[config.mk]
export PLATFORM = sky130hd
export DESIGN_NAME = ecdsa_der_signature_parser_top
export DESIGN_NICKNAME = d
export VERILOG_FILES = /design/src/hdl/edsp_pkg.sv /design/src/hdl/edsp_step.sv /design/src/hdl/edsp_out_reg.sv /design/src/hdl/ecdsa_der_signature_parser_top.sv
export SDC_FILE = /design/constraint.sdc
export NUM_CORES = 1
export LEC_CHECK = 0
export BUFFER_PORTS_ARGS = -buffer_cell sky130_fd_sc_hd__buf_2
export CAP_MARGIN = 10
export CORE_UTILIZATION = 56
export CTS_CLUSTER_SIZE = 20
export DETAILED_ROUTE_END_ITERATION = 6
export GPL_TIMING_DRIVEN = 0
export PLACE_DENSITY_LB_ADDON = 0.05
export SLEW_MARGIN = 20
export SYNTH_ARGS = -nofsm -noshare
export SYNTH_HDL_FRONTEND = slang
export SYNTH_SLANG_ARGS = --single-unit
[constraint.sdc]
create_clock -name clk -period 3.5 [get_ports clk]
set_clock_uncertainty 0.05 [all_clocks]
set_input_delay 0.175 -clock clk [delete_from_list [all_inputs] [get_ports clk]]
set_output_delay 0.175 -clock clk [all_outputs]
set_load 0.01 [all_outputs]
[src/hdl/edsp_pkg.sv]
// Shared types and constants for the DER ECDSA signature parser.
`timescale 1ns / 1ps
`default_nettype none
package edsp_pkg;

	localparam logic [7:0] SEQ_TAG  = 8'h30;
	localparam logic [7:0] INT_TAG  = 8'h02;
	localparam logic [7:0] PAD_BYTE = 8'h00;

	typedef enum logic [3:0] {
		PH_SEQ_TAG = 4'd0,
		PH_SEQ_LEN = 4'd1,
		PH_INT_TAG = 4'd2,
		PH_INT_LEN = 4'd3,
		PH_FIRST   = 4'd4,
		PH_PAYLOAD = 4'd5,
		PH_DONE    = 4'd6,
		PH_ERROR   = 4'd7
	} phase_t;

	typedef enum logic [1:0] {
		ERR_SEQ_TAG = 2'd0,
		ERR_INT_TAG = 2'd1,
		ERR_LENGTH  = 2'd2
	} err_code_t;

	typedef struct packed {
		phase_t     phase;
		logic [5:0] bytes_remaining;
		logic [5:0] position_count;
		logic       current_integer;
	} parse_state_t;

	typedef struct packed {
		logic       which_integer;
		logic [7:0] payload_byte;
		logic [5:0] byte_position;
		logic       integer_last;
		logic       signature_done;
		logic       error_flag;
		err_code_t  error_code;
	} result_t;

endpackage
`default_nettype wire

[src/hdl/edsp_step.sv]
// Next-state and result logic for one signature byte.
`timescale 1ns / 1ps
`default_nettype none
module edsp_step #(
	parameter int MAX_INT_BYTES = 33
) (
	input  wire logic [7:0]            data_byte,
	input  wire logic                  frame_start,
	input  wire logic                  expect_sequence_length,
	input  wire edsp_pkg::parse_state_t cur,
	output edsp_pkg::parse_state_t     nxt,
	output logic                       res_valid,
	output edsp_pkg::result_t          res
);
	import edsp_pkg::*;

	localparam logic [7:0] MaxLen = 8'(MAX_INT_BYTES);

	parse_state_t st;
	logic         last;

	always_comb begin
		st = cur;
		if (frame_start) begin
			st.phase           = PH_SEQ_TAG;
			st.bytes_remaining = '0;
			st.position_count  = '0;
			st.current_integer = 1'b0;
		end

		nxt       = st;
		res_valid = 1'b0;
		res       = '0;
		res.which_integer = st.current_integer;
		last      = (st.bytes_remaining == '0);

		case (st.phase)
			PH_SEQ_TAG: begin
				if (data_byte != SEQ_TAG) begin
					nxt.phase      = PH_ERROR;
					res_valid      = 1'b1;
					res.error_flag = 1'b1;
					res.error_code = ERR_SEQ_TAG;
				end else begin
					nxt.phase = expect_sequence_length ? PH_SEQ_LEN : PH_INT_TAG;
				end
			end
			PH_SEQ_LEN: begin
				nxt.phase = PH_INT_TAG;
			end
			PH_INT_TAG: begin
				if (data_byte != INT_TAG) begin
					nxt.phase      = PH_ERROR;
					res_valid      = 1'b1;
					res.error_flag = 1'b1;
					res.error_code = ERR_INT_TAG;
				end else begin
					nxt.phase = PH_INT_LEN;
				end
			end
			PH_INT_LEN: begin
				if (data_byte == 8'd0 || data_byte > MaxLen) begin
					nxt.phase      = PH_ERROR;
					res_valid      = 1'b1;
					res.error_flag = 1'b1;
					res.error_code = ERR_LENGTH;
				end else begin
					nxt.bytes_remaining = 6'(data_byte - 8'd1);
					nxt.position_count  = '0;
					nxt.phase           = PH_FIRST;
				end
			end
			PH_FIRST, PH_PAYLOAD: begin
				if (st.phase == PH_FIRST && data_byte == PAD_BYTE && !last) begin
					// drop the leading pad byte
					nxt.bytes_remaining = st.bytes_remaining - 6'd1;
					nxt.phase           = PH_PAYLOAD;
				end else begin
					res_valid          = 1'b1;
					res.payload_byte   = data_byte;
					res.byte_position  = st.position_count;
					res.integer_last   = last;
					res.signature_done = last & st.current_integer;
					nxt.position_count = st.position_count + 6'd1;
					if (last) begin
						if (st.current_integer) begin
							nxt.phase = PH_DONE;
						end else begin
							nxt.current_integer = 1'b1;
							nxt.phase           = PH_INT_TAG;
						end
					end else begin
						nxt.bytes_remaining = st.bytes_remaining - 6'd1;
						nxt.phase           = PH_PAYLOAD;
					end
				end
			end
			default: begin
				// done or error: ignore bytes until the next frame start
			end
		endcase
	end

endmodule
`default_nettype wire

[src/hdl/edsp_out_reg.sv]
// Result register with valid/ready hand-off to the receiver.
`timescale 1ns / 1ps
`default_nettype none
module edsp_out_reg (
	input  wire logic              clk,
	input  wire logic              arst_n,
	input  wire logic              advance,
	input  wire logic              load,
	input  wire edsp_pkg::result_t load_data,
	input  wire logic              out_ready,
	output logic                   out_valid,
	output logic                   can_take,
	output edsp_pkg::result_t      out_data
);
	import edsp_pkg::*;

	logic    valid_q;
	result_t data_q;

	// a new word may enter when the slot is empty or is being drained
	assign can_take  = !valid_q || out_ready;
	assign out_valid = valid_q;
	assign out_data  = data_q;

	always_ff @(posedge clk or negedge arst_n) begin
		if (!arst_n) begin
			valid_q <= 1'b0;
		end else if (advance) begin
			valid_q <= load;
		end else if (out_ready) begin
			valid_q <= 1'b0;
		end
	end

	always_ff @(posedge clk) begin
		if (advance && load) begin
			data_q <= load_data;
		end
	end

endmodule
`default_nettype wire

[src/hdl/ecdsa_der_signature_parser_top.sv]
// DER ECDSA signature parser: one byte in per word, r and s payload bytes out.
//
// Input channel: data_byte with frame_start on the first byte of a signature,
// moved by in_valid/in_ready. Output channel: one result word per payload byte
// of r or s (pad byte dropped), or one error word, moved by out_valid/out_ready.
// Bytes that yield no result (tags, lengths, pad, trailing or post-error bytes)
// are consumed silently.
// Throughput: one input byte per clock while in_ready is high. Each result is
// held in one result register, valid in the cycle after its byte is accepted.
// When the receiver stalls, in_ready stays high while the result register is
// empty or being drained this cycle, so parsing continues up to one word ahead.
// Reset: parser waits for the sequence tag, result register empty, and
// expect_sequence_length set to 1. cfg_write_en writes cfg_write_data into that
// mode bit at any clock edge; change it only while the parser is idle.
`timescale 1ns / 1ps
`default_nettype none
module ecdsa_der_signature_parser_top #(
	parameter int MAX_INT_BYTES = 33
) (
	input  wire logic       clk,
	input  wire logic       arst_n,
	input  wire logic       cfg_write_en,
	input  wire logic       cfg_write_data,
	input  wire logic       in_valid,
	output logic            in_ready,
	input  wire logic [7:0] data_byte,
	input  wire logic       frame_start,
	output logic            out_valid,
	input  wire logic       out_ready,
	output logic            which_integer,
	output logic [7:0]      payload_byte,
	output logic [5:0]      byte_position,
	output logic            integer_last,
	output logic            signature_done,
	output logic            error_flag,
	output logic [1:0]      error_code
);
	import edsp_pkg::*;

	logic         expect_seq_len_q;
	parse_state_t state_q;
	parse_state_t state_nxt;
	logic         res_valid;
	result_t      res;
	result_t      out_data;
	logic         accept;

	assign accept = in_valid && in_ready;

	always_ff @(posedge clk or negedge arst_n) begin
		if (!arst_n) begin
			expect_seq_len_q <= 1'b1;
		end else if (cfg_write_en) begin
			expect_seq_len_q <= cfg_write_data;
		end
	end

	always_ff @(posedge clk or negedge arst_n) begin
		if (!arst_n) begin
			state_q <= '{phase: PH_SEQ_TAG, bytes_remaining: '0,
				position_count: '0, current_integer: 1'b0};
		end else if (accept) begin
			state_q <= state_nxt;
		end
	end

	edsp_step #(
		.MAX_INT_BYTES(MAX_INT_BYTES)
	) u_step (
		.data_byte              (data_byte),
		.frame_start            (frame_start),
		.expect_sequence_length (expect_seq_len_q),
		.cur                    (state_q),
		.nxt                    (state_nxt),
		.res_valid              (res_valid),
		.res                    (res)
	);

	edsp_out_reg u_out (
		.clk       (clk),
		.arst_n    (arst_n),
		.advance   (accept),
		.load      (res_valid),
		.load_data (res),
		.out_ready (out_ready),
		.out_valid (out_valid),
		.can_take  (in_ready),
		.out_data  (out_data)
	);

	assign which_integer  = out_data.which_integer;
	assign payload_byte   = out_data.payload_byte;
	assign byte_position  = out_data.byte_position;
	assign integer_last   = out_data.integer_last;
	assign signature_done = out_data.signature_done;
	assign error_flag     = out_data.error_flag;
	assign error_code     = out_data.error_code;

endmodule
`default_nettype wire

==> reports/metrics.yaml <==
status: "finished clean"
clkPwrFrac: 0.268
slew_viol_final: 0
antenna_found_initial: 0
clk_latency_ps: 300
p_int_uw: 1090
required_ps: 3450
n_antenna_cell: 0
leakagePower_uw: 0.00109
drtPass1Iterations: 4
cp-end-kind: "flip-flop"
cts_buffers: 5
powerDensity_mw_per_mm2: 613
synthArstFlopShare: 0.487
postCtsSetupRepairBufs: 0
wl_met3_um: 372
layout.nets: 297
dp_hpwl_um: 3900
vias: 1967
track_usage: 0.269
die_y_um: 65.9
synth_warnings: 0
critical_path_class: "in -> reg"
gp_congestion: 0.955
yosys.area.top_type: "edfxtp_1"
coreArea_mm2: 0.00380
grt_pass1_vias: 1745
drc: 0
synthDistinctLibCells: 57
max_freq_mhz: 317
routed-wl-met2_um: 2400
comb_power_share: 0.330
ios: 37
area_growth_pct: 17.3
ys_ff_latch: 39
synth_fp_nets: 252
clk_path_buf_depth: 2
fp.dieW_um: 65.9
cts-root-buf: "clkbuf_8"
drive_gt1_frac: 0.219
cpMaxStageDelayCell: "nor3_2"
top_layer: "met4"
antenna_left: 0
pre_cts_ws_ps: 119
fin_setup_tns_ps: 0
cts.sinks: 39
crit_chain: "buf_2 > clkbuf_1 > inv_2 > nand2_1 > ha_1 > buf_1 > o21ai_1 > a21oi_2 > nor3_1 > nor3_2 > buf_4"
hold_viol_final: 0
io_buffers: 36
power.share.switching: 0.337
cp-start-kind: "input pin"
critical-path-top-delay-family: "buffers and inverters"
wl_met1_um: 2450
wirelength_um: 5290
fin_crit_ps: 3150
worst_pin_slew_ps: 779
cp_max_fo: 11
netlist_area_mm2: 0.00229
wl_per_cell_um: 16.2
viasPerCell: 6.03
cts.clk_slew.worst_paths_ps: 70
grt_overflow: 0
cts_tree: "yes"
cts_max_level: 2
power_uw: 1640
synth-seq-area-share: 0.471
grt_max_degree: 20
grt_pass1_wl_um: 8510
synth_common_cells: "edfxtp_1 (20), nand2_1 (20), dfrtp_1 (18), nor2_1 (17), and2_1 (14)"
setup_ws_ps: 349
maxCapViolCount: 0
syn_area_per_cell_um2: 9.86
seqPwrFrac: 0.402
worstPathArrival_ps: 3100
rows: 22
setup_viol: 0
final_cells: 326
peakVddDrop_v: 0.000450
dpl.cell_count: 317
dieArea_mm2: 0.00434
cp_slowest_stage_delay_ps: 610
switchingPower_uw: 555
initial_core_util: 0.602
fin_crit_sh: 0.900
synth_area_leaders: "edfxtp_1 (26%), dfrtp_1 (20%), and2_1 (3.8%)"
synthFlopType: "edfxtp_1"
grt_setup_unrepaired: "no"
hold_ws_ps: 65.8
synth_top_area_share: 0.263
slew_headroom: 0.478
drtIter0Drc: 175
synth-edff-count: 20
critPathBufInv: 5
synthCells: 232
hold_class: "in -> reg"
[per-stage QoR]
step	util	instance area, um^2
after floorplan	-	2290
after global placement	0.665	2530
after detailed placement	0.669	2540
after CTS	0.706	2680
after global routing	0.706	2680
final	0.706	2680
[cell usage in the layout, fill, tap and decap left out, drive strengths merged, types with 7 or more instances in the layout]
cell type / instances
dfrtp: 18
nor2: 17
inv: 7
buf: 43
edfxtp: 20
o21ai: 12
a21oi: 14
nand2: 20
and2: 14
clkbuf: 12
nor3: 10
[power by group through the flow]
stage                     registers (uW)  clock network (uW)  logic (uW)
after detailed placement             669                   0         533
after global routing                 677                 461         596
after CTS                            660                 444         537
after floorplan                      685                   0         351
final                                661                 441         543
after global placement               668                   0         518
[final cells by class]
class	count	area, um^2
repair buffers	38	198
clock inverters	2	60.1
fillers	296	1120
flip-flops and latches	39	1080
well taps	48	60.1
multi-input cells	174	1140
plain buffers	12	51.3
clock buffers	6	72.6
inverters	7	26.3
[cell families after synthesis]
family / after synthesis / synth area share
xor+xnor: 4 / 0.0153
buf+inv: 19 / 0.0339
simple gates: 103 / 0.254
flops: 39 / 0.471
mux: 2 / 0.00930
compound gates: 60 / 0.189
fa+ha+maj: 5 / 0.0274
[sequential cells by signal (all words and copies together) (netlist names)]
name / flops
expect_seq_len_q: 1
u_out.out_data: 20
state_q: 17
u_out.out_valid: 1
[metal layers]
| metal | up-vias | global-route usage |
|---|---|---|
| li1 | 959 | - |
| met5 | - | 0 |
| met1 | 920 | 0.384 |
| met4 | 0 | 0.101 |
| met3 | 6 | 0.0655 |
| met2 | 82 | 0.393 |
[what timing repair did]
| action | in CTS | in global routing |
|---|---|---|
| endpoints found under the setup margin | 0 | 0 |
| hold buffers | 1 | 0 |
| hold endpoints to repair | 18 | 0 |
| resized for setup | 0 | 0 |
[path summary, 6_finish.rpt]
kind                       slack, ps  cells after the start                end            from
max                              350                     11  u_out.out_data[5]     frame_start
min                               70                      2   expect_seq_len_q  cfg_write_data
max reg2reg                      410                      6  u_out.out_data[5]      state_q[9]
min reg2reg                      470                      1         state_q[0]      state_q[0]
max in group asynchronous       2760                      2   expect_seq_len_q          arst_n
min in group asynchronous        300                      2        state_q[10]          arst_n
No activity file was read; power rests on OpenSTA's default activity.
